==> config.mk <==
export PLATFORM = sky130hd
export DESIGN_NAME = sbp_mul
export DESIGN_NICKNAME = d
export VERILOG_FILES = /design/src/rtl/sbp_pkg.sv /design/src/rtl/sbp_mul.sv
export SDC_FILE = /design/constraint.sdc
export NUM_CORES = 2
export LEC_CHECK = 0
export BUFFER_PORTS_ARGS = -buffer_cell sky130_fd_sc_hd__buf_2
export CAP_MARGIN = 20
export CORE_ASPECT_RATIO = 0.75
export CORE_MARGIN = 4
export CORE_UTILIZATION = 25
export DETAILED_ROUTE_END_ITERATION = 12
export GPL_TIMING_DRIVEN = 0
export PLACE_DENSITY = 0.45
export SETUP_SLACK_MARGIN = 0.5
export SLEW_MARGIN = 30
export SYNTH_ARGS = -nofsm -noshare
export SYNTH_HDL_FRONTEND = slang
export SYNTH_SLANG_ARGS = --single-unit
==> constraint.sdc <==
create_clock -name clk_i -period 29 [get_ports clk_i]
set_input_delay 1.45 -clock clk_i [delete_from_list [all_inputs] [get_ports clk_i]]
set_output_delay 1.45 -clock clk_i [all_outputs]
set_load 0.05 [all_outputs]
==> src/rtl/sbp_pkg.sv <==
`timescale 1ns / 1ps
`default_nettype none

package sbp_pkg;

  // Width of a table entry and of a byte code.
  localparam int unsigned CodeW = 8;
  // Largest table the byte codes can address.
  localparam int unsigned StoreDepth = 256;
  // Default number of permuted entries.
  localparam int unsigned TableEntriesDef = 256;
  // Width of a shuffle divisor, which reaches StoreDepth.
  localparam int unsigned DivW = 9;

  localparam int unsigned MixShift = 33;
  localparam logic [63:0] MixMulA = 64'hff51afd7ed558ccd;
  localparam logic [63:0] MixMulB = 64'hc4ceb9fe1a85ec53;
  localparam logic [63:0] LcgMul = 64'd6364136223846793005;
  localparam logic [63:0] LcgAdd = 64'd1442695040888963407;

  typedef enum logic [1:0] {
    MUL_MIX_A,
    MUL_MIX_B,
    MUL_LCG
  } mul_sel_e;

  typedef struct packed {
    logic        start;
    mul_sel_e    sel;
    logic [63:0] operand;
  } mul_req_t;

  typedef struct packed {
    logic            start;
    logic [63:0]     dividend;
    logic [DivW-1:0] divisor;
  } mod_req_t;

  typedef enum logic [4:0] {
    ST_IDLE,
    ST_MIX1,
    ST_MIX1_W,
    ST_MIX2,
    ST_MIX2_W,
    ST_MIX3,
    ST_LCG,
    ST_LCG_W,
    ST_MOD_W,
    ST_RD_I,
    ST_RD_J,
    ST_WR_I,
    ST_WR_J,
    ST_INV_RD,
    ST_INV_WR,
    ST_LOOK,
    ST_DONE
  } state_e;

  function automatic logic [63:0] mul_const(input mul_sel_e sel);
    logic [63:0] k;
    unique case (sel)
      MUL_MIX_A: k = MixMulA;
      MUL_MIX_B: k = MixMulB;
      MUL_LCG:   k = LcgMul;
      default:   k = LcgMul;
    endcase
    return k;
  endfunction

endpackage

`default_nettype wire

==> src/rtl/sbp_mul.sv <==
`timescale 1ns / 1ps
`default_nettype none

// Iterative 64 x 64 multiply modulo 2^64 on one 32 x 32 multiplier,
// with an optional constant addend folded into the first partial sum.
module sbp_mul
  import sbp_pkg::*;
(
  input  wire logic        clk_i,
  input  wire logic        rst_ni,
  input  wire mul_req_t    req_i,
  output logic             done_o,
  output logic [63:0]      product_o
);

  logic        busy_q;
  logic [1:0]  step_q;
  logic        done_q;
  logic [63:0] a_q;
  logic [63:0] k_q;
  logic [63:0] add_q;
  logic [63:0] pp_q;
  logic [63:0] acc_q;
  logic [31:0] op_a;
  logic [31:0] op_b;
  logic [63:0] pp_d;

  // Step 0: lo*lo, step 1: lo(a)*hi(k), step 2: hi(a)*lo(k).
  always_comb begin
    op_a = (step_q == 2'd2) ? a_q[63:32] : a_q[31:0];
    op_b = (step_q == 2'd1) ? k_q[63:32] : k_q[31:0];
    pp_d = op_a * op_b;
  end

  always_ff @(posedge clk_i or negedge rst_ni) begin
    if (!rst_ni) begin
      busy_q <= 1'b0;
      step_q <= 2'd0;
      done_q <= 1'b0;
    end else begin
      done_q <= busy_q && (step_q == 2'd3);
      if (req_i.start) begin
        busy_q <= 1'b1;
        step_q <= 2'd0;
      end else if (busy_q) begin
        step_q <= step_q + 2'd1;
        if (step_q == 2'd3) begin
          busy_q <= 1'b0;
        end
      end
    end
  end

  always_ff @(posedge clk_i) begin
    if (req_i.start) begin
      a_q   <= req_i.operand;
      k_q   <= mul_const(req_i.sel);
      add_q <= (req_i.sel == MUL_LCG) ? LcgAdd : 64'd0;
    end else if (busy_q) begin
      pp_q <= pp_d;
      case (step_q)
        2'd1:    acc_q <= add_q + pp_q;
        2'd2:    acc_q <= acc_q + {pp_q[31:0], 32'd0};
        2'd3:    acc_q <= acc_q + {pp_q[31:0], 32'd0};
        default: acc_q <= acc_q;
      endcase
    end
  end

  assign done_o    = done_q;
  assign product_o = acc_q;

endmodule

`default_nettype wire

==> impl_metrics.tcl <==
set metrics [dict create \
    outcome "finished clean" \
    clock_sinks 203 \
    synth_seq_area_share 0.144 \
    postRouteAntennaNets 0 \
    holdPathStages 2 \
    numCtsBuffers 26 \
    grt_first_pass_wirelength_mm 261 \
    timing.final.crit_period_ps 12310 \
    clock_skew_ps 10.5 \
    synth.distinct_cells 75 \
    ctsResizeCount 0 \
    drc 0 \
    fill_cells 18000 \
    synth-async-reset-ratio 0.0197 \
    crit_fanout 10 \
    via_per_inst 4.73 \
    tritoncts "yes" \
    final_common_cell "inv_1" \
    cp_common_cell "fa_1" \
    std_cell_rows 130 \
    max_freq_ghz 0.0813 \
    hold_class "reg -> reg" \
    gr-total-overflow 0 \
    finalCritPeriodShare 0.424 \
    wire_per_inst_microns 27.6 \
    syn_avg_cell_area_sq_um 9.58 \
    crit_required_ps 29420 \
    path_class "reg -> reg" \
    firstDrtPassIters 7 \
    finalSetupViolations 0 \
    finalSetupTns_ps 0 \
    fp.dieW_microns 483 \
    drv_cap 0 \
    cpPeakStageDelay_ps 890 \
    start_util 0.252 \
    synth_warnings 0 \
    die_area_sq_mm 0.176 \
    hold_viol_final 0 \
    rsz0062_at_grt "no" \
    r2r_cells 32 \
    antenna_found_initial 12 \
    path_clk_slew_ps 60 \
    ioPinCount 134 \
    drt-total-wl_mm 189 \
    ys_ff_latch 203 \
    layout-drive-gt1-share 0.0738 \
    dp_hpwl_mm 167 \
    place.port_buffers 133 \
    slew_headroom 0.235 \
    vias 32500 \
    final_cell_mix "978 x inv_1, 837 x fa_1, 456 x nor2_1, 384 x ha_1, 351 x nand2_1" \
    cp-end-kind "flop" \
    crit_slowest_cell "clkbuf_1" \
    clk_latency_ps 630 \
    worst_pin_slew_ps 1150 \
    synthFlopType "edfxtp_1" \
    cts-root-buf "clkbuf_16" \
    synthesis.area_sq_mm 0.0422 \
    nets 5874 \
    place_congestion 1.01 \
    post-cts-setup-buffers 0 \
    syn_nets 5698 \
    arrival_ps 12730 \
    core_area_sq_mm 0.168 \
    cts_buffer_depth 3 \
    startpoint_type "flop" \
    area_growth_pct 11.8 \
    ctsHtreeMaxLevel 1 \
    grt_pass1_vias 32700 \
    report.final.slew_viol_count 0 \
    drt_iter0_drc 3226 \
    synth-edff-count 199 \
    grt.total_usage 0.214 \
    synthCells 4408 \
    fp.dieH_microns 364 \
    postCtsHoldBufs 0 \
    grt_max_degree 56 \
]
worst paths after layout:
check / start / end / slack (ps)
worst max-delay path: step_q[1] / pp_q[56] / 16690
min in group asynchronous: rst_ni / done_o / 640
max in group asynchronous: rst_ni / step_q[0] / 28210
worst max register to register: step_q[1] / pp_q[56] / 16690
worst min-delay path: step_q[1] / step_q[1] / 630
worst min register to register: step_q[1] / step_q[1] / 630
layout make-up:
type | count | area (sq um) | share of cell area
Multi-Input combinational cell | 3068 | 32000 | 0.679
Sequential cell | 203 | 6080 | 0.129
Inverter | 978 | 3670 | 0.0778
Tap cell | 2244 | 2810 | 0.0595
Timing Repair Buffer | 148 | 995 | 0.0211
Buffer | 159 | 659 | 0.0140
Clock buffer | 28 | 658 | 0.0139
Clock inverter | 20 | 278 | 0.00588
Antenna cell | 6 | 15.0 | 0.000318
cell usage after synthesis (all sizes together), types with 4 or more instances:
cell	instances	share of area
xor2	71	0.015
o21a	12	0.0021
mux2i	40	0.0095
mux2	32	0.0085
a21boi	7	0.0012
a221oi	5	0.0012
nand2b	11	0.0016
edfxtp	199	0.14
o21ai	88	0.011
nor2b	22	0.0033
buf	18	0.0017
o31ai	11	0.0021
nand2	352	0.031
and3	18	0.0027
dfrtp	4	0.0024
o211a	4	0.00095
nor4	4	0.00059
or2	14	0.0021
o21bai	22	0.0039
o22ai	4	0.00059
o221ai	4	0.00083
a31oi	29	0.0043
inv	978	0.087
a31o	12	0.0025
and2	80	0.012
a211oi	18	0.0033
nor2	461	0.041
fa	837	0.40
nor3b	7	0.0012
nor3	69	0.0083
nand4	40	0.0059
xnor2	105	0.022
nand3	36	0.0043
ha	384	0.11
o211ai	10	0.0019
a21o	73	0.013
clkbuf	141	0.013
or3	7	0.0010
a21oi	140	0.017
per-layer routing:
| metal | vias up | global-route usage | part of all wire |
|---|---|---|---|
| li1 | 14100 | - | - |
| met1 | 16800 | 0.328 | 0.48 |
| met2 | 1372 | 0.292 | 0.39 |
| met3 | 169 | 0.0634 | 0.10 |
| met4 | 0 | 0.0448 | 0.026 |
| met5 | - | 0 | 0 |
worst max-delay path, delay by kind of cell, from the launching register on:
kind                       cells  cell delay (ps)
adders and majority gates     10             4400
DFF                            1              420
and+or+nand+nor                4             1680
AOI/OAI and AO/OA              8             2720
buffers and inverters          9             2530
xor gates and xnor gates       1              290
registers in the layout, summed over array words and instances, names as in the netlist:
| register | count |
|---|---|
| a_q | 64 |
| pp_q | 64 |
| product_o | 64 |
| k_q | 6 |
| step_q | 2 |
| add_q | 1 |
| busy_q | 1 |
| done_o | 1 |
logic make-up (layout without fill, tap and decap cells):
group                      after synthesis  count (layout)  share of synthesized area
AOI/OAI and AO/OA                      466             466                     0.0719
xor gates and xnor gates               176             176                     0.0365
adders and majority gates             1224            1224                      0.511
buffers and inverters                 1137            1333                      0.101
DFF                                    203             203                      0.144
muxes                                   72              72                     0.0180
other                                    0               6                          0
and+or+nand+nor                       1130            1130                      0.117
through the flow:
stage          cell area [sq um]  std cells  utilization  hold WS [ps]  worst slack (ps)
2_1_floorplan              42200       4408            -           538             19730
3_3_place_gp               45700       6785        0.272           571             15420
3_5_place_dp               46200       6800        0.276           602             17160
4_1_cts                    47200       6848        0.281           589             17100
5_1_grt                    47200       6849        0.281           599             16360
6_report                   47200       6854        0.281           629             16690
Power is left out: the tool's default activity adds up to more than one toggle a clock period on the data nets, which glitch-free logic cannot reach.
