### config.mk
export PLATFORM = sky130hd
export DESIGN_NAME = sbp_ram
export DESIGN_NICKNAME = d
export VERILOG_FILES = /design/src/rtl/sbp_pkg.sv /design/src/rtl/sbp_ram.sv
export SDC_FILE = /design/constraint.sdc
export NUM_CORES = 2
export LEC_CHECK = 0
export BUFFER_PORTS_ARGS = -buffer_cell sky130_fd_sc_hd__buf_2
export CELL_PAD_IN_SITES_DETAIL_PLACEMENT = 1
export CELL_PAD_IN_SITES_GLOBAL_PLACEMENT = 1
export CORE_UTILIZATION = 40
export CTS_BUF_LIST = sky130_fd_sc_hd__clkbuf_8
export DETAILED_ROUTE_END_ITERATION = 7
export HOLD_SLACK_MARGIN = 0.1
export PLACE_DENSITY_LB_ADDON = 0.1
export SYNTH_ARGS = -nofsm -noshare
export SYNTH_HDL_FRONTEND = slang
export SYNTH_SLANG_ARGS = --single-unit
### constraint.sdc
create_clock -name clk_i -period 2.9 [get_ports clk_i]
set_input_delay 0.435 -clock clk_i [delete_from_list [all_inputs] [get_ports clk_i]]
set_output_delay 0.435 -clock clk_i [all_outputs]
set_load 0.01 [all_outputs]
### src/rtl/sbp_pkg.sv
`timescale 1ns / 1ps
`default_nettype none

package sbp_pkg;

  // Width of a table entry and of a byte code.
  localparam int unsigned CodeW = 8;
  // Largest table the byte codes can address.
  localparam int unsigned StoreDepth = 256;
  // Default number of permuted entries.
  localparam int unsigned TableEntriesDef = 256;
  // Width of a shuffle divisor, which reaches StoreDepth.
  localparam int unsigned DivW = 9;

  localparam int unsigned MixShift = 33;
  localparam logic [63:0] MixMulA = 64'hff51afd7ed558ccd;
  localparam logic [63:0] MixMulB = 64'hc4ceb9fe1a85ec53;
  localparam logic [63:0] LcgMul = 64'd6364136223846793005;
  localparam logic [63:0] LcgAdd = 64'd1442695040888963407;

  typedef enum logic [1:0] {
    MUL_MIX_A,
    MUL_MIX_B,
    MUL_LCG
  } mul_sel_e;

  typedef struct packed {
    logic        start;
    mul_sel_e    sel;
    logic [63:0] operand;
  } mul_req_t;

  typedef struct packed {
    logic            start;
    logic [63:0]     dividend;
    logic [DivW-1:0] divisor;
  } mod_req_t;

  typedef enum logic [4:0] {
    ST_IDLE,
    ST_MIX1,
    ST_MIX1_W,
    ST_MIX2,
    ST_MIX2_W,
    ST_MIX3,
    ST_LCG,
    ST_LCG_W,
    ST_MOD_W,
    ST_RD_I,
    ST_RD_J,
    ST_WR_I,
    ST_WR_J,
    ST_INV_RD,
    ST_INV_WR,
    ST_LOOK,
    ST_DONE
  } state_e;

  function automatic logic [63:0] mul_const(input mul_sel_e sel);
    logic [63:0] k;
    unique case (sel)
      MUL_MIX_A: k = MixMulA;
      MUL_MIX_B: k = MixMulB;
      MUL_LCG:   k = LcgMul;
      default:   k = LcgMul;
    endcase
    return k;
  endfunction

endpackage

`default_nettype wire

### src/rtl/sbp_ram.sv
`timescale 1ns / 1ps
`default_nettype none

// Byte table with one write and one registered read port. An entry that
// has not been written since the last clear reads as its own address.
module sbp_ram
  import sbp_pkg::*;
#(
  parameter int unsigned Depth = TableEntriesDef
) (
  input  wire logic                     clk_i,
  input  wire logic                     rst_ni,
  input  wire logic                     clear_i,
  input  wire logic                     we_i,
  input  wire logic [$clog2(Depth)-1:0] waddr_i,
  input  wire logic [CodeW-1:0]         wdata_i,
  input  wire logic                     re_i,
  input  wire logic [$clog2(Depth)-1:0] raddr_i,
  output logic [CodeW-1:0]              rdata_o
);

  logic [CodeW-1:0] mem_q [Depth];
  logic [Depth-1:0] valid_q;
  logic [CodeW-1:0] rdata_q;

  always_ff @(posedge clk_i or negedge rst_ni) begin
    if (!rst_ni) begin
      valid_q <= '0;
    end else if (clear_i) begin
      valid_q <= '0;
    end else if (we_i) begin
      valid_q[waddr_i] <= 1'b1;
    end
  end

  always_ff @(posedge clk_i) begin
    if (we_i) begin
      mem_q[waddr_i] <= wdata_i;
    end
    if (re_i) begin
      rdata_q <= valid_q[raddr_i] ? mem_q[raddr_i] : CodeW'(raddr_i);
    end
  end

  assign rdata_o = rdata_q;

endmodule

`default_nettype wire

==> results_dict.tcl <==
set metrics [dict create \
    synthFlopType "edfxtp_1" \
    ios 37 \
    grt_busiest_layer "met2" \
    dieWidth_um 477 \
    synth_top_area_share 0.683 \
    p_clk_frac 0.405 \
    min_period_ns 3.09 \
    syn-num-nets 4475 \
    path_clk_slew_ns 0.06 \
    core.rowCount 174 \
    grt_usage 0.242 \
    max_freq_ghz 0.323 \
    first_pass_iters 7 \
    rsz0062_at_grt "yes" \
    power_density_nw_per_um2 631 \
    clockRootBuffer "clkbuf_8" \
    switching_share 0.234 \
    cts.sinks 2312 \
    die_h_um 477 \
    p_seq_frac 0.533 \
    netSwitchingPower_mw 16.0 \
    grt_pass1_wl_mm 390 \
    setup_slack_ns -0.192 \
    finalMaxSlewViolations 0 \
    synth_edf_count 2056 \
    initial_utilization 0.402 \
    core-area_um2 225000 \
    synth_cells 4446 \
    syn_area_per_cell_um2 20.3 \
    path_class "flop to flop" \
    grtUsageMet2 0.384 \
    port_buffers 36 \
    die_area_um2 228000 \
    antenna_found_initial 16 \
    synth_cell_type_count 52 \
    drive_above_1_share 0.358 \
    relSlewSlack 0.343 \
    maxCapViolCount 0 \
    dp_hpwl_mm 183 \
    synthTopCellsByCount "2056 x edfxtp_1, 741 x nor2_1, 633 x mux4_2" \
    grt_use_met3 0.0368 \
    power_frac_comb 0.062 \
    path_cells "mux4_2, mux2i_2, buf_4, o32ai_4, or4_4, o32a_1, o2111ai_4, buf_6, mux2i_2" \
    ctsHtreeMaxLevel 5 \
    cp_num_buf_inv 2 \
    intPower_mw 52.3 \
    cp_max_fo 7 \
    end_kind "flop" \
    totalWireLength_mm 275 \
    route.detailed.drc 0 \
    slowest_delay_ns 0.52 \
    grt_overflow_total 0 \
    path_delay_family "multiplexers" \
    place_area_um2 100000 \
    design_area_um2 108000 \
    cts_made_buffers 407 \
    ys_ff_latch 2312 \
    first_iter_violations 4337 \
    grt_pass1_vias 51036 \
    p_leak_nw 37.6 \
    cts_tree "done" \
    grt_max_degree 97 \
    utilization 0.481 \
    routabilityCongestion 0.864 \
    cts_buffer_depth 4 \
    whs_ns 0.194 \
    via_per_inst 5.50 \
    antenna_left 0 \
    ys.warnings.count 0 \
    critPathSlowestCell "or4_4" \
    status "complete, but fails checks" \
    cp.arrival_ns 3.97 \
    async_flop_share 0.111 \
    fin_nets 5490 \
    areaGrowthSynthToFinish_pct 19.7 \
    post-synth-top-area-cell "edfxtp_1" \
    violations "negative setup slack" \
    met1_usage 0.350 \
    wire_per_inst_um 31.3 \
    synth.area.top_cells "edfxtp_1 68%, mux4_2 16%, dfrtp_1 7.1%" \
    syn-cell-area_um2 90400 \
    min_path_type "primary input to flop" \
    seq_area_frac_synth 0.754 \
    skew_ns 0.0505 \
    cpMostUsedCell "mux2i_2" \
    critPathRequiredTime_ns 3.78 \
    crit_path_start_kind "flop" \
    worst_pin_slew_ns 0.973 \
    final-setup-viol-count 8 \
    ir_worst_vdd_v 0.000502 \
    finalHoldViolCount 0 \
    yosysMostFrequentCell "edfxtp_1" \
    num_vias 48399 \
    clk_latency_ns 1.08 \
    layout.cells.non_filler 8792 \
    finalCritPeriodShare 1.07 \
    place_inst 8016 \
]
==> layout make-up <==
cell class	count	area, um^2
fill	20882	117000
sequential	2312	68100
multi-input combinational	1867	20900
timing repair buffer	865	7930
clock buffer	448	6170
tap	2992	3740
clock inverter	288	1210
inverter	8	40.0
antenna	12	30.0
==> cells in the final DEF (no fill, tap or decap), types with 4 or more instances in the layout <==
cell type	synthesis	final
nor2b_1	21	18
nor2_1	741	740
nor3_1	6	6
clkinv_2	0	55
nand2b_1	4	4
clkinvlp_4	0	7
mux4_2	633	633
diode_2	0	12
dfrtp_1	256	256
nand3_1	29	26
a22oi_1	54	54
buf_4	40	702
a2111oi_0	9	9
edfxtp_1	2056	2056
buf_12	1	106
buf_8	3	11
o22ai_1	45	45
inv_1	8	152
o21ai_0	9	9
o21ba_2	30	30
o221ai_1	9	9
nand4_1	11	11
a211oi_1	20	20
buf_2	46	23
mux2_2	30	30
mux2i_1	109	107
clkinv_1	0	77
a21oi_1	25	25
dlygate4sd3_1	0	19
nand2_1	43	43
clkbuf_8	0	449
==> stage by stage <==
step | setup TNS (ns) | setup slack, ns | power (mW)
2_1_floorplan | 0 | 0.0111 | 39.0
6_report | -1.29 | -0.192 | 68.3
3_5_place_dp | -7.48 | -1.06 | 41.3
3_3_place_gp | -8.46 | -1.15 | 41.3
5_1_grt | -1.79 | -0.250 | 70.5
4_1_cts | -0.660 | -0.119 | 69.0
==> flip-flops by register name (all words and copies together) (netlist names) <==
signal,flops
mem_q,2048
valid_q,256
rdata_o,8
==> power by group through the flow <==
stage | sequential, mW | combinational [mW] | clock [mW]
floorplan | 37.1 | 1.89 | 0
global placement | 37.1 | 4.22 | 0
finish | 36.4 | 4.23 | 27.6
global route | 36.4 | 4.44 | 29.7
detailed placement | 37.1 | 4.26 | 0
CTS | 36.4 | 4.29 | 28.3
==> logic make-up after synthesis <==
family,share of synthesized area
flip-flops,0.754
buffers and inverters,0.0154
AND/OR/NAND/NOR,0.0380
multiplexers,0.174
AO/OA/AOI/OAI,0.0186
==> per-layer routing <==
| layer | vias to the layer above | part of all wire |
|---|---|---|
| met5 | - | 0 |
| met4 | 0 | 0.025 |
| met3 | 430 | 0.054 |
| met2 | 1469 | 0.47 |
| met1 | 26372 | 0.45 |
| li1 | 20128 | - |
==> path summary, 6_finish.rpt <==
| kind | start | endpoint | slack [ns] | depth (start not counted) |
|---|---|---|---|---|
| min | raddr_i[1] | rdata_o[1]$_DFFE_PP_ | 0.19 | 5 |
| max reg2reg | valid_q[171]$_DFFE_PN0P_ | rdata_o[4]$_DFFE_PP_ | -0.19 | 9 |
| max | valid_q[171]$_DFFE_PN0P_ | rdata_o[4]$_DFFE_PP_ | -0.19 | 9 |
| min in group asynchronous | rst_ni | valid_q[166]$_DFFE_PN0P_ | 0.73 | 4 |
| min reg2reg | valid_q[150]$_DFFE_PN0P_ | valid_q[150]$_DFFE_PN0P_ | 0.49 | 2 |
| max in group asynchronous | rst_ni | valid_q[210]$_DFFE_PN0P_ | 1.73 | 4 |
==> worst reg2reg max path, cell delays in order, from the launching register on <==
cell	delay [ns]
dfrtp_1	0.41
mux4_2	0.48
mux2i_2	0.22
buf_4	0.20
o32ai_4	0.09
or4_4	0.53
o32a_1	0.45
o2111ai_4	0.12
buf_6	0.19
mux2i_2	0.22
==> timing repair <==
item                                    4_1_cts  5_1_grt
pin swaps                                     5        2
resized for setup                             5        1
endpoints found under the setup margin        8        8
buffers inserted                              4        4
hold endpoints to repair                   1673        0
hold buffers                                 20        0
Note: power is estimated with default switching activity, not from simulation.
