--- src/rtl/sbp_pkg.sv ---
`timescale 1ns / 1ps
`default_nettype none

package sbp_pkg;

  // Width of a table entry and of a byte code.
  localparam int unsigned CodeW = 8;
  // Largest table the byte codes can address.
  localparam int unsigned StoreDepth = 256;
  // Default number of permuted entries.
  localparam int unsigned TableEntriesDef = 256;
  // Width of a shuffle divisor, which reaches StoreDepth.
  localparam int unsigned DivW = 9;

  localparam int unsigned MixShift = 33;
  localparam logic [63:0] MixMulA = 64'hff51afd7ed558ccd;
  localparam logic [63:0] MixMulB = 64'hc4ceb9fe1a85ec53;
  localparam logic [63:0] LcgMul = 64'd6364136223846793005;
  localparam logic [63:0] LcgAdd = 64'd1442695040888963407;

  typedef enum logic [1:0] {
    MUL_MIX_A,
    MUL_MIX_B,
    MUL_LCG
  } mul_sel_e;

  typedef struct packed {
    logic        start;
    mul_sel_e    sel;
    logic [63:0] operand;
  } mul_req_t;

  typedef struct packed {
    logic            start;
    logic [63:0]     dividend;
    logic [DivW-1:0] divisor;
  } mod_req_t;

  typedef enum logic [4:0] {
    ST_IDLE,
    ST_MIX1,
    ST_MIX1_W,
    ST_MIX2,
    ST_MIX2_W,
    ST_MIX3,
    ST_LCG,
    ST_LCG_W,
    ST_MOD_W,
    ST_RD_I,
    ST_RD_J,
    ST_WR_I,
    ST_WR_J,
    ST_INV_RD,
    ST_INV_WR,
    ST_LOOK,
    ST_DONE
  } state_e;

  function automatic logic [63:0] mul_const(input mul_sel_e sel);
    logic [63:0] k;
    unique case (sel)
      MUL_MIX_A: k = MixMulA;
      MUL_MIX_B: k = MixMulB;
      MUL_LCG:   k = LcgMul;
      default:   k = LcgMul;
    endcase
    return k;
  endfunction

endpackage

`default_nettype wire

--- src/rtl/sbp_mod.sv ---
`timescale 1ns / 1ps
`default_nettype none

// Bit-serial remainder of a 64-bit dividend by a small divisor,
// one dividend bit per cycle.
module sbp_mod
  import sbp_pkg::*;
(
  input  wire logic            clk_i,
  input  wire logic            rst_ni,
  input  wire mod_req_t        req_i,
  output logic                 done_o,
  output logic [DivW-1:0]      rem_o
);

  logic            busy_q;
  logic [5:0]      cnt_q;
  logic            done_q;
  logic [63:0]     sh_q;
  logic [DivW-1:0] div_q;
  logic [DivW-1:0] rem_q;
  logic [DivW:0]   trial;
  logic [DivW:0]   diff;
  logic [DivW-1:0] rem_d;

  always_comb begin
    trial = {rem_q, sh_q[63]};
    diff  = trial - {1'b0, div_q};
    rem_d = (trial >= {1'b0, div_q}) ? diff[DivW-1:0] : trial[DivW-1:0];
  end

  always_ff @(posedge clk_i or negedge rst_ni) begin
    if (!rst_ni) begin
      busy_q <= 1'b0;
      cnt_q  <= 6'd0;
      done_q <= 1'b0;
    end else begin
      done_q <= busy_q && (cnt_q == 6'd0);
      if (req_i.start) begin
        busy_q <= 1'b1;
        cnt_q  <= 6'd63;
      end else if (busy_q) begin
        cnt_q <= cnt_q - 6'd1;
        if (cnt_q == 6'd0) begin
          busy_q <= 1'b0;
        end
      end
    end
  end

  always_ff @(posedge clk_i) begin
    if (req_i.start) begin
      sh_q  <= req_i.dividend;
      div_q <= req_i.divisor;
      rem_q <= '0;
    end else if (busy_q) begin
      sh_q  <= {sh_q[62:0], 1'b0};
      rem_q <= rem_d;
    end
  end

  assign done_o = done_q;
  assign rem_o  = rem_q;

endmodule

`default_nettype wire

--- config.mk ---
export PLATFORM = sky130hd
export DESIGN_NAME = sbp_mod
export DESIGN_NICKNAME = d
export VERILOG_FILES = /design/src/rtl/sbp_pkg.sv /design/src/rtl/sbp_mod.sv
export SDC_FILE = /design/constraint.sdc
export NUM_CORES = 1
export LEC_CHECK = 0
export ABC_AREA = 1
export BUFFER_PORTS_ARGS = -buffer_cell sky130_fd_sc_hd__buf_4
export CAP_MARGIN = 25
export CORE_UTILIZATION = 55
export DETAILED_ROUTE_END_ITERATION = 10
export PLACE_DENSITY = 0.8
export SKIP_LAST_GASP = 1
export SYNTH_ARGS = -nofsm -noshare
export SYNTH_HDL_FRONTEND = slang
export SYNTH_SLANG_ARGS = --single-unit
--- constraint.sdc ---
create_clock -name clk_i -period 2.9 [get_ports clk_i]
set_clock_uncertainty 0.15 [all_clocks]
set_input_delay 0.145 -clock clk_i [delete_from_list [all_inputs] [get_ports clk_i]]
set_output_delay 0.145 -clock clk_i [all_outputs]
set_load 0.01 [all_outputs]
==> out/qor.tcl, run 1 <==
set qor(outcome) {finished clean}
set qor(finalPower_w) 0.00361
set qor(drt_drc_violations_left) 0
set qor(clock_sinks) 90
set qor(synth_compound_gate_area_share_pct) 1.79
set qor(worst-path-max-fanout) 10
set qor(via_per_inst) 5.03
set qor(pwr-share-comb_pct) 28.7
set qor(dp_hpwl_um) 5770
set qor(ys_seq_elements) 90
set qor(synth.area.mux_share_pct) 0
set qor(cts-buffers-inserted) 9
set qor(setup-violations-final) 0
set qor(power.density_cell_area_nw_per_um2) 602
set qor(final.hold.worst_slack_ns) 0.332
set qor(filler_cell_count) 428
set qor(drtIter0Drc) 249
set qor(drive_gt1_share_pct) 17.4
set qor(yosysTopAreaCell) {sky130_fd_sc_hd__edfxtp_1}
set qor(grt_pass1_wl_um) 18200
set qor(clock_pin_slew_reported_for_the_worst_setup_and_hold_paths_after_clock_tree_synthesis_ns) 0.09
set qor(post_synth_and_or_nand_nor_area_fraction_pct) 28.7
set qor(detailedRoute.firstPassIterationCount) 5
set qor(die_w_um) 90.2
set qor(hold_class) {reg -> reg}
set qor(maxClockFrequency_ghz) 0.483
set qor(synth_area_um2) 4280
set qor(netlist_instances) 483
set qor(worst_ep_required_time_ns) 3.05
set qor(cp_data_arrival_time_ns) 2.22
set qor(coreArea_um2) 7370
set qor(postSynth.topFlopCell) {sky130_fd_sc_hd__edfxtp_1}
set qor(clock_period_minus_worst_slack_ns) 2.07
set qor(synth.yosys.seq_area_share_pct) 60.2
set qor(tritoncts) {yes}
set qor(vdd_drop_max_mv) 0.336
set qor(grt_overflow) 0
set qor(num-nets-final) 732
set qor(crit_path_end_kind) {flop}
set qor(gpl.final_weighted_congestion) 0.918
set qor(root_buffer) {sky130_fd_sc_hd__clkbuf_8}
set qor(post_synth_main_area_contributors) {sky130_fd_sc_hd__edfxtp_1 (51%), sky130_fd_sc_hd__nand2_1 (23%), sky130_fd_sc_hd__dfrtp_1 (4.7%), sky130_fd_sc_hd__dfxtp_1 (4.2%), sky130_fd_sc_hd__inv_1 (3.3%)}
set qor(wirelength_um) 10800
set qor(synth-edff-count) 73
set qor(sequential_cell_area_in_the_final_layout_um2) 2570
set qor(rsz_0062_raised_after_global_routing) {no}
set qor(netlist-cell-type-count) 25
set qor(setup_slack_of_the_worst_register_to_register_path_ns) 0.83
set qor(multi_input_area_um2) 1490
set qor(yosys_top_cell_area_share_pct) 51.3
set qor(criticalPathCategory) {reg -> reg}
set qor(cts_max_level) 3
set qor(final-max-slew-violation-count) 0
set qor(yosysMostFrequentCell) {sky130_fd_sc_hd__nand2_1}
set qor(combinational_family_with_the_most_area_after_synthesis) {simple AND/OR/NAND/NOR gates}
set qor(netSwitchingPower_w) 0.00111
set qor(postCtsSetupBuffers) 0
set qor(io_buffers) 85
set qor(die_height_um) 90.2
set qor(grt_start_max_net_pins) 70
set qor(start_kind) {flop}
set qor(timing.setup.tns_ns) 0
set qor(row_count) 31
set qor(internal_power_w) 0.00250
set qor(num_io_pins) 86
set qor(worstMarginPinSlew_ns) 0.792
set qor(synth_top_cells_by_count) {sky130_fd_sc_hd__nand2_1 (259), sky130_fd_sc_hd__edfxtp_1 (73), sky130_fd_sc_hd__inv_1 (38)}
set qor(gr-usage-all-layers_pct) 28.8
set qor(slew_headroom_pct) 47.2
set qor(final_antenna_violating_net_count) 0
set qor(number_of_vias_after_detailed_routing) 3769
set qor(synth-xor-area-share_pct) 0.615
set qor(final.period_utilization_pct) 71.4
set qor(clock_latency_ns) 0.36
set qor(p_sw_share_pct) 30.7
set qor(syn_nets) 571
set qor(route.detailed.wl_per_inst_um) 14.4
set qor(yosysWarningCount) 0
set qor(syn2layout_area_growth_pct) 40.1
set qor(dieArea_um2) 8130
set qor(p_seq_share_pct) 45.4
set qor(initial_utilization_pct) 58.0
set qor(max_cap_violations) 0
set qor(grt_antenna_before_repair) 1
set qor(hold_violations) 0
set qor(first_global_vias) 3933
set qor(synthAdderAreaFrac_pct) 3.69
set qor(synthesis.area_per_instance_um2) 8.85
set qor(power.leakage_nw) 2.96
set qor(synth-async-reset-ratio_pct) 8.89
set qor(cts_buffer_depth) 2
set qor(power.clock.fraction_pct) 25.9
## layout make-up
type	count	share of cell area, %
diodes	1	0.0418
well taps	99	2.07
clock inverters	7	1.53
multi-input cells	337	24.8
clock buffers	9	2.07
flip-flops and latches	90	43.0
repair buffers	166	24.0
inverters	40	2.51
## power groups by stage
stage | Sequential, W | Clock [W] | Combinational, W
3_5_place_dp | 0.00166 | 0 | 0.000917
4_1_cts | 0.00163 | 0.000945 | 0.00100
3_3_place_gp | 0.00166 | 0 | 0.000890
2_1_floorplan | 0.00166 | 0 | 0.000611
6_report | 0.00164 | 0.000935 | 0.00103
5_1_grt | 0.00166 | 0.000996 | 0.00116
## sequential cells by signal, indices dropped and copies added, names as in the netlist
signal	flops
done_o	1
div_q	9
sh_q	64
rem_o	9
busy_q	1
cnt_q	6
## worst paths after layout
kind | start | end | cells after the start
max | sh_q[63] | rem_o[5] | 11
min | cnt_q[5] | cnt_q[5] | 1
max reg2reg | sh_q[63] | rem_o[5] | 11
min reg2reg | cnt_q[5] | cnt_q[5] | 1
max in group asynchronous | rst_ni | cnt_q[0] | 3
min in group asynchronous | rst_ni | cnt_q[5] | 3
## critical path, stage by stage (launching register included)
cell and delay (ns):
sky130_fd_sc_hd__edfxtp_1 0.36, sky130_fd_sc_hd__inv_1 0.08, sky130_fd_sc_hd__ha_1 0.14, sky130_fd_sc_hd__inv_1 0.07, sky130_fd_sc_hd__fa_1 0.43, sky130_fd_sc_hd__nand4_1 0.14, sky130_fd_sc_hd__nand2_1 0.11, sky130_fd_sc_hd__nand2_4 0.14
sky130_fd_sc_hd__nand2_4 0.10, sky130_fd_sc_hd__nand2_1 0.08, sky130_fd_sc_hd__nand3_1 0.09, sky130_fd_sc_hd__nand2_1 0.12
## routing by layer
metal  vias to the layer above  track usage [%]  part of all wire [%]
li1                       1857                -                     -
met1                      1736             32.9                    39
met2                       143             51.8                    53
met3                        33             5.16                   5.3
met4                         0             14.1                   3.4
met5                         -                0                     0
## cell families (layout without fill, tap and decap cells)
| family | after synthesis | after routing |
|---|---|---|
| xor+xnor | 3 | 3 |
| flops | 90 | 90 |
| buf+inv | 56 | 222 |
| fa+ha+maj | 12 | 12 |
| other cells | 0 | 1 |
| compound gates | 14 | 14 |
| simple gates | 308 | 308 |
## stage by stage
stage                     utilization [%]  area (um2)  setup WS [ns]  cells
after detailed placement             68.0        5010          0.924    656
final                                81.3        5990          0.830    749
after floorplan                         -        4280          0.399    483
after global placement               68.0        5010          0.969    656
after CTS                            81.2        5990          0.896    748
after global routing                 81.3        5990          0.705    749
## cell usage in the layout (no fill, tap or decap), types with 8 or more instances in the layout
cell type | Yosys | final
sky130_fd_sc_hd__nand2_1 | 259 | 259
sky130_fd_sc_hd__buf_4 | 0 | 90
sky130_fd_sc_hd__dlygate4sd3_1 | 0 | 76
sky130_fd_sc_hd__edfxtp_1 | 73 | 73
sky130_fd_sc_hd__inv_1 | 38 | 37
sky130_fd_sc_hd__nand3_1 | 27 | 27
sky130_fd_sc_hd__nor2_1 | 13 | 13
sky130_fd_sc_hd__ha_1 | 11 | 11
sky130_fd_sc_hd__clkbuf_8 | 0 | 9
sky130_fd_sc_hd__dfxtp_1 | 9 | 9
sky130_fd_sc_hd__dfrtp_1 | 8 | 8
## what timing repair did
item                                   4_1_cts  5_1_grt
endpoints found under the hold margin       89        0
resized for setup                            0        0
hold buffers                                76        0
Power figures use the tool's default switching activity.
==> run 2, diff against run 1 <==
--- a/config.mk
+++ b/config.mk
@@ -8,9 +8,9 @@
 export ABC_AREA = 1
 export BUFFER_PORTS_ARGS = -buffer_cell sky130_fd_sc_hd__buf_4
 export CAP_MARGIN = 25
-export CORE_UTILIZATION = 55
+export CORE_UTILIZATION = 50
 export DETAILED_ROUTE_END_ITERATION = 10
-export PLACE_DENSITY = 0.8
+export PLACE_DENSITY = 0.77
 export SKIP_LAST_GASP = 1
 export SYNTH_ARGS = -nofsm -noshare
 export SYNTH_HDL_FRONTEND = slang
==> constraint.sdc (replaced) <==
create_clock -name clk_i -period 1.7 [get_ports clk_i]
set_clock_uncertainty 0.15 [all_clocks]
set_input_delay 0.085 -clock clk_i [delete_from_list [all_inputs] [get_ports clk_i]]
set_output_delay 0.085 -clock clk_i [all_outputs]
set_load 0.01 [all_outputs]
==> out/qor.tcl, run 2 (synthesis gave the netlist of run 1 again) <==
set qor(die_height_um) 94.5 ;# +4.8%
set qor(start_kind) {flop}
set qor(global_route.peak_usage_layer) {met2}
set qor(largest_reg_flops) 64 ;# unchanged
set qor(first_global_vias) 3951 ;# +0.46%
set qor(hold_violations) 0 ;# unchanged
set qor(initial_utilization_pct) 51.8 ;# -6.2 points
set qor(gr-usage-all-layers_pct) 26.4 ;# -2.4 points
set qor(final-max-slew-violation-count) 0 ;# unchanged
set qor(crit_path_end_kind) {flop}
set qor(final.period_utilization_pct) 114 ;# +43 points
set qor(wirelength_um) 11600 ;# +7.4%
set qor(layout.cells.most_common_list) {sky130_fd_sc_hd__nand2_1 (253), sky130_fd_sc_hd__buf_4 (125), sky130_fd_sc_hd__dlygate4sd3_1 (76), sky130_fd_sc_hd__edfxtp_1 (73), sky130_fd_sc_hd__inv_1 (35)}
set qor(drt_drc_violations_left) 0 ;# unchanged
set qor(cts_max_level) 3 ;# unchanged
set qor(crit-reg2reg-launch) {sh_q[63]}
set qor(worst_hold_path.endpoint) {div_q[1]}
set qor(dieArea_um2) 8920 ;# +9.8%
set qor(most_common_cell_after_layout_fill_and_taps_aside) {sky130_fd_sc_hd__nand2_1}
set qor(worstMarginPinSlew_ns) 0.503 ;# -0.290 ns
set qor(r2r_end) {rem_o[8]}
set qor(finalPower_w) 0.00688 ;# +91%
set qor(cts_buffer_depth) 2 ;# unchanged
set qor(criticalPathCategory) {reg -> reg}
set qor(drtIter0Drc) 224 ;# -10%
set qor(setup_slack_of_the_worst_register_to_register_path_ns) -0.24 ;# -1.07 ns
set qor(worst_slack_ns) -0.238 ;# -1.07 ns
set qor(die_w_um) 94.5 ;# +4.8%
set qor(drive_gt1_share_pct) 25.4 ;# +8.0 points
set qor(clock_period_minus_worst_slack_ns) 1.94 ;# -0.132 ns
set qor(grt_overflow) 0 ;# unchanged
set qor(coreArea_um2) 8260 ;# +12%
set qor(grt_antenna_before_repair) 0 ;# -1
set qor(top_register) {sh_q}
set qor(clock_latency_ns) 0.36 ;# about the same
set qor(filler_cell_count) 484 ;# +13%
set qor(cts-buffers-inserted) 9 ;# unchanged
set qor(cp_data_arrival_time_ns) 2.10 ;# -0.12 ns
set qor(grt_util_met1_pct) 31.8 ;# -1.1 points
set qor(final.hold.worst_slack_ns) 0.296 ;# -0.0355 ns
set qor(outcome) {finished, violations left}
set qor(gpl.final_weighted_congestion) 0.911 ;# -0.77%
set qor(timing.setup.tns_ns) -1.90 ;# -1.90 ns
set qor(route.detailed.wl_per_inst_um) 14.6 ;# +1.4%
set qor(clock_sinks) 90 ;# unchanged
set qor(worst-path-max-fanout) 6 ;# -4
set qor(vdd_drop_max_mv) 0.569 ;# +69%
set qor(rsz_0062_raised_after_global_routing) {yes}
set qor(detailedRoute.firstPassIterationCount) 5 ;# unchanged
set qor(io_buffers) 85 ;# unchanged
set qor(insertedDiodeCount) 0 ;# -1
set qor(root_buffer) {sky130_fd_sc_hd__clkbuf_8}
set qor(final_antenna_violating_net_count) 0 ;# unchanged
set qor(grt_pass1_wl_um) 17800 ;# -2.4%
set qor(worst_r2r_path_depth) 11 ;# unchanged
set qor(num-nets-final) 772 ;# +5.5%
set qor(grt.met2_usage_pct) 46.0 ;# -5.8 points
set qor(max_cap_violations) 0 ;# unchanged
set qor(maxClockFrequency_ghz) 0.516 ;# +6.8%
set qor(dp_hpwl_um) 6070 ;# +5.2%
set qor(slew_headroom_pct) 66.5 ;# +19 points
set qor(via_per_inst) 5.02 ;# -0.21%
set qor(grt_use_met3_pct) 5.56 ;# +0.39 points
set qor(hold_class) {in -> reg}
set qor(violated_checks) {setup timing}
set qor(syn2layout_area_growth_pct) 51.0
set qor(timing.hold.worst_path_depth) 2 ;# +1
set qor(tritoncts) {yes}
set qor(row_count) 33 ;# +6.5%
set qor(worst_setup_slack_post_dpl_ns) -0.155 ;# -1.08 ns
set qor(grt_start_max_net_pins) 64 ;# -8.6%
set qor(power.density_cell_area_nw_per_um2) 1070 ;# +77%
set qor(power.leakage_nw) 3.18 ;# +7.6%
set qor(worst_ep_required_time_ns) 1.86 ;# -1.19 ns
set qor(num_io_pins) 86 ;# unchanged
set qor(clock_pin_slew_reported_for_the_worst_setup_and_hold_paths_after_clock_tree_synthesis_ns) 0.09 ;# about the same
set qor(number_of_vias_after_detailed_routing) 3987 ;# +5.8%
set qor(timing.hold.worst.start) {req_i[1]}
set qor(setup-violations-final) 9 ;# +9
run 2: cell types whose count changed in the layout (fill, tap and decap cells not counted), moves of 6 or more:
cell / previous run / this run
sky130_fd_sc_hd__nand2_1: 259 / 253
sky130_fd_sc_hd__buf_4: 90 / 125
sky130_fd_sc_hd__nand3_2: 0 / 6
sky130_fd_sc_hd__nand3_1: 27 / 21
sky130_fd_sc_hd__nand2_2: 0 / 7
run 2: cell type report:
class | count | area [um2] | share of cell area [%]
well taps | 105 | 131 | 2.04
clock buffers | 10 | 128 | 1.98
repair buffers | 204 | 1760 | 27.3
inverters | 40 | 154 | 2.38
multi-input cells | 339 | 1620 | 25.1
flip-flops and latches | 90 | 2570 | 39.9
clock inverters | 6 | 88.8 | 1.38
run 2: stage by stage:
| step | cells | utilization, % | instance area [um2] |
|---|---|---|---|
| 2_1_floorplan | 483 | - | 4290 |
| 3_3_place_gp | 689 | 63.6 | 5250 |
| 3_5_place_dp | 689 | 63.6 | 5250 |
| 4_1_cts | 790 | 76.3 | 6300 |
| 5_1_grt | 794 | 78.2 | 6450 |
| 6_report | 794 | 78.2 | 6450 |
run 2: critical path, stage by stage (launching register included):
cell	delay, ns
sky130_fd_sc_hd__edfxtp_1	0.40
sky130_fd_sc_hd__inv_2	0.09
sky130_fd_sc_hd__ha_4	0.12
sky130_fd_sc_hd__inv_2	0.04
sky130_fd_sc_hd__fa_2	0.36
sky130_fd_sc_hd__nand4_1	0.14
sky130_fd_sc_hd__nand2_2	0.12
sky130_fd_sc_hd__nand2_4	0.15
sky130_fd_sc_hd__nand2_4	0.10
sky130_fd_sc_hd__nand2_1	0.08
sky130_fd_sc_hd__nand3_1	0.07
sky130_fd_sc_hd__nand2_1	0.06
run 2: where the power goes:
| group | switching [W] | internal, W | total [W] |
|---|---|---|---|
| sequential | 0.000135 | 0.00264 | 0.00278 |
| combinational | 0.00124 | 0.00124 | 0.00248 |
| clock | 0.000788 | 0.000832 | 0.00162 |
| total | 0.00217 | 0.00472 | 0.00688 |
run 2: worst max-delay path by stage:
| stage | start | end | slack, ns | cells past startpoint |
|---|---|---|---|---|
| after floorplan | busy_q | sh_q[0] | -0.49 | 3 |
| after global placement | sh_q[63] | rem_o[8] | -0.10 | 11 |
| after detailed placement | sh_q[63] | rem_o[3] | -0.15 | 11 |
| after CTS | sh_q[63] | rem_o[3] | -0.14 | 11 |
| after global routing | sh_q[63] | rem_o[8] | -0.35 | 11 |
| final | sh_q[63] | rem_o[8] | -0.24 | 11 |
run 2: repair_timing:
item | 4_1_cts | 5_1_grt
hold buffers | 76 | 0
resized for setup | 3 | 21
endpoints found under the setup margin | 9 | 9
hold endpoints to repair | 83 | 0
gates cloned | 2 | 0
pin swaps | 3 | 17
buffers inserted | 7 | 4
run 2: routing by layer:
layer | vias up | part of all wire (%) | routed length, um
met5 | - | 0 | 0
met4 | 0 | 3.2 | 369
met3 | 36 | 5.2 | 603
met2 | 155 | 51 | 5970
met1 | 1859 | 40 | 4660
li1 | 1937 | - | -
==> run 3, diff against run 2 <==
--- a/config.mk
+++ b/config.mk
@@ -7,10 +7,12 @@
 export LEC_CHECK = 0
 export ABC_AREA = 1
 export BUFFER_PORTS_ARGS = -buffer_cell sky130_fd_sc_hd__buf_4
-export CAP_MARGIN = 25
-export CORE_UTILIZATION = 50
+export CAP_MARGIN = 40
+export CELL_PAD_IN_SITES_DETAIL_PLACEMENT = 1
+export CELL_PAD_IN_SITES_GLOBAL_PLACEMENT = 1
+export CORE_UTILIZATION = 37
 export DETAILED_ROUTE_END_ITERATION = 10
-export PLACE_DENSITY = 0.77
+export PLACE_DENSITY_LB_ADDON = 0.1
 export SKIP_LAST_GASP = 1
 export SYNTH_ARGS = -nofsm -noshare
 export SYNTH_HDL_FRONTEND = slang
==> out/qor.tcl, run 3 (synthesis gave the netlist of run 1 again) <==
set qor(outcome) {finished, violations left}
set qor(violated_checks) {setup timing}
set qor(cp_data_arrival_time_ns) 2.01 ;# -0.09 ns
set qor(num-nets-final) 761 ;# -1.4%
set qor(clock_sinks) 90 ;# unchanged
set qor(top_register) {sh_q}
set qor(clock_pin_slew_reported_for_the_worst_setup_and_hold_paths_after_clock_tree_synthesis_ns) 0.06 ;# -0.03 ns
set qor(start_kind) {flop}
set qor(worst-path-max-fanout) 6 ;# unchanged
set qor(setup-violations-final) 9 ;# unchanged
set qor(root_buffer) {sky130_fd_sc_hd__clkbuf_16}
set qor(gr-usage-all-layers_pct) 21.2 ;# -5.2 points
set qor(final_antenna_violating_net_count) 0 ;# unchanged
set qor(rsz_0062_raised_after_global_routing) {yes}
set qor(max_cap_violations) 0 ;# unchanged
set qor(drive_gt1_share_pct) 24.2 ;# -1.2 points
set qor(dieArea_um2) 12000 ;# +34%
set qor(power.clock.fraction_pct) 26.7 ;# +3.2 points
set qor(drtIter0Drc) 147 ;# -34%
set qor(hold_class) {in -> reg}
set qor(row_count) 38 ;# +15%
set qor(power.leakage_nw) 3.15 ;# -0.95%
set qor(power.density_cell_area_nw_per_um2) 1090 ;# +2.1%
set qor(maxClockFrequency_ghz) 0.532 ;# +3.2%
set qor(tritoncts) {yes}
set qor(grt_antenna_before_repair) 0 ;# unchanged
set qor(first_global_vias) 4096 ;# +3.7%
set qor(p_sw_share_pct) 30.3 ;# -1.2 points
set qor(die_height_um) 109 ;# +16%
set qor(critical_path.most_common_cell) {sky130_fd_sc_hd__nand2_2}
set qor(crit_path_end_kind) {flop}
set qor(worstMarginPinSlew_ns) 0.418 ;# -0.0844 ns
set qor(final-max-slew-violation-count) 0 ;# unchanged
set qor(largest_reg_flops) 64 ;# unchanged
set qor(gpl.final_weighted_congestion) 0.822 ;# -9.8%
set qor(criticalPathCategory) {reg -> reg}
set qor(sequential_cell_area_in_the_final_layout_um2) 2570 ;# unchanged
set qor(io_buffers) 85 ;# unchanged
set qor(slew_headroom_pct) 72.1 ;# +5.6 points
set qor(die_w_um) 109 ;# +16%
set qor(initial_utilization_pct) 38.8 ;# -13 points
set qor(crit_path_cell_trace) {inv_2 -> ha_4 -> inv_2 -> fa_2 -> nand4_1 -> nand2_2 -> nand2_4 -> nand2_4 -> nand2_2 -> nand3_2 -> nand2_2}
set qor(route.detailed.wl_per_inst_um) 14.5 ;# -1.1%
set qor(via_per_inst) 4.68 ;# -6.7%
set qor(cts-buffers-inserted) 9 ;# unchanged
set qor(coreArea_um2) 11000 ;# +34%
set qor(internal_power_w) 0.00492 ;# +4.4%
set qor(worst-path-buf-inv) 2 ;# unchanged
set qor(dp_hpwl_um) 7260 ;# +20%
set qor(most_common_cell_after_layout_fill_and_taps_aside) {sky130_fd_sc_hd__nand2_1}
set qor(number_of_vias_after_detailed_routing) 3836 ;# -3.8%
set qor(post_layout_nonfiller_instances) 819 ;# +3.1%
set qor(hold_violations) 0 ;# unchanged
set qor(num_io_pins) 86 ;# unchanged
set qor(crit_slowest_cell) {sky130_fd_sc_hd__edfxtp_1}
set qor(p_seq_share_pct) 39.4 ;# -1.0 points
set qor(filler_cell_count) 1261 ;# +160%
set qor(syn2layout_area_growth_pct) 51.7
set qor(worst_ep_required_time_ns) 1.83 ;# -0.03 ns
set qor(netSwitchingPower_w) 0.00214 ;# -1.3%
set qor(multi_input_area_um2) 1630 ;# +0.46%
set qor(drt_drc_violations_left) 0 ;# unchanged
set qor(detailedRoute.firstPassIterationCount) 4 ;# -1
set qor(layout.cells.most_common_list) {sky130_fd_sc_hd__nand2_1 (253), sky130_fd_sc_hd__buf_4 (114), sky130_fd_sc_hd__dlygate4sd3_1 (76), sky130_fd_sc_hd__edfxtp_1 (73), sky130_fd_sc_hd__inv_1 (34)}
set qor(vdd_drop_max_mv) 0.805 ;# +42%
set qor(critical_path.top_delay_family) {simple AND/OR/NAND/NOR gates}
set qor(clock_latency_ns) 0.34 ;# -0.02 ns
set qor(place_inst) 720 ;# +4.5%
set qor(final.period_utilization_pct) 110 ;# -3.5 points
set qor(wirelength_um) 11800 ;# +2.1%
set qor(grt_pass1_wl_um) 19100 ;# +7.3%
set qor(pwr-share-comb_pct) 33.9 ;# -2.2 points
set qor(cts_buffer_depth) 2 ;# unchanged
set qor(final.hold.worst_slack_ns) 0.317 ;# +0.0206 ns
set qor(cp_slowest_stage_delay_ns) 0.38 ;# -0.02 ns
set qor(clock_period_minus_worst_slack_ns) 1.88 ;# -0.0593 ns
set qor(grt_start_max_net_pins) 65 ;# +1.6%
set qor(grt_overflow) 0 ;# unchanged
set qor(worst_slack_ns) -0.178 ;# +0.0593 ns
set qor(cts_max_level) 3 ;# unchanged
[run 3: cell count changes in the layout (fill, tap and decap cells not counted), moves of 2 or more]
cell,before,now
sky130_fd_sc_hd__clkbuf_1,1,4
sky130_fd_sc_hd__clkbuf_16,0,10
sky130_fd_sc_hd__nand3_1,21,23
sky130_fd_sc_hd__clkbuf_8,9,0
sky130_fd_sc_hd__buf_4,125,114
sky130_fd_sc_hd__nand3_2,6,4
sky130_fd_sc_hd__bufinv_16,2,0
[run 3: worst reg2reg max path: stages (launching register included)]
cell and delay (ns):
sky130_fd_sc_hd__edfxtp_1 0.38, sky130_fd_sc_hd__inv_2 0.09, sky130_fd_sc_hd__ha_4 0.12, sky130_fd_sc_hd__inv_2 0.04, sky130_fd_sc_hd__fa_2 0.34, sky130_fd_sc_hd__nand4_1 0.13, sky130_fd_sc_hd__nand2_2 0.11, sky130_fd_sc_hd__nand2_4 0.13
sky130_fd_sc_hd__nand2_4 0.09, sky130_fd_sc_hd__nand2_2 0.09, sky130_fd_sc_hd__nand3_2 0.08, sky130_fd_sc_hd__nand2_2 0.07
[run 3: timing repair]
action	in CTS	in global routing
pin swaps	9	5
gates resized for setup	18	7
endpoints found under the setup margin	9	9
hold buffers	76	0
endpoints found under the hold margin	82	0
cloned	2	0
setup buffers	3	1
[run 3: final cells by class]
class	count	area share (%)
Clock inverter	2	0.193
Antenna cell	1	0.0386
Tap cell	140	2.70
Clock buffer	14	4.09
Timing Repair Buffer	193	25.8
Multi-Input combinational cell	339	25.1
Inverter	40	2.37
Sequential cell	90	39.7
[run 3: worst paths after layout]
| check | startpoint | endpoint | slack, ns | depth (start not counted) |
|---|---|---|---|---|
| setup / recovery | sh_q[63] | rem_o[5] | -0.18 | 11 |
| hold / removal | req_i[4] | div_q[4] | 0.32 | 2 |
| setup reg to reg | sh_q[63] | rem_o[5] | -0.18 | 11 |
| hold reg to reg | rem_o[8] | rem_o[8] | 0.34 | 2 |
| max in group asynchronous | rst_ni | cnt_q[5] | 0.55 | 3 |
| min in group asynchronous | rst_ni | cnt_q[1] | 0.58 | 3 |
[run 3: power groups by stage]
stage          clock network [W]  registers [W]  logic, W
2_1_floorplan                  0        0.00284   0.00105
3_3_place_gp                   0        0.00279   0.00189
3_5_place_dp                   0        0.00280   0.00195
4_1_cts                  0.00195        0.00277   0.00232
5_1_grt                  0.00201        0.00281   0.00266
6_report                 0.00189        0.00278   0.00239
[run 3: metrics by stage]
stage | cell area, um2 | power [W] | setup slack [ns] | util (%) | TNS, ns
3_3_place_gp | 5270 | 0.00468 | -0.140 | 47.8 | -1.15
2_1_floorplan | 4290 | 0.00389 | -0.491 | - | -31.66
5_1_grt | 6480 | 0.00748 | -0.276 | 58.8 | -2.21
4_1_cts | 6440 | 0.00704 | -0.172 | 58.4 | -1.28
3_5_place_dp | 5270 | 0.00475 | -0.215 | 47.8 | -1.68
6_report | 6490 | 0.00706 | -0.178 | 58.8 | -1.21
[run 3: per-layer routing]
metal	track usage (%)	wire, um	up-vias
li1	-	-	1923
met1	24.6	4980	1833
met2	39.4	6340	69
met3	3.79	363	11
met4	6.76	155	0
met5	0	0	-
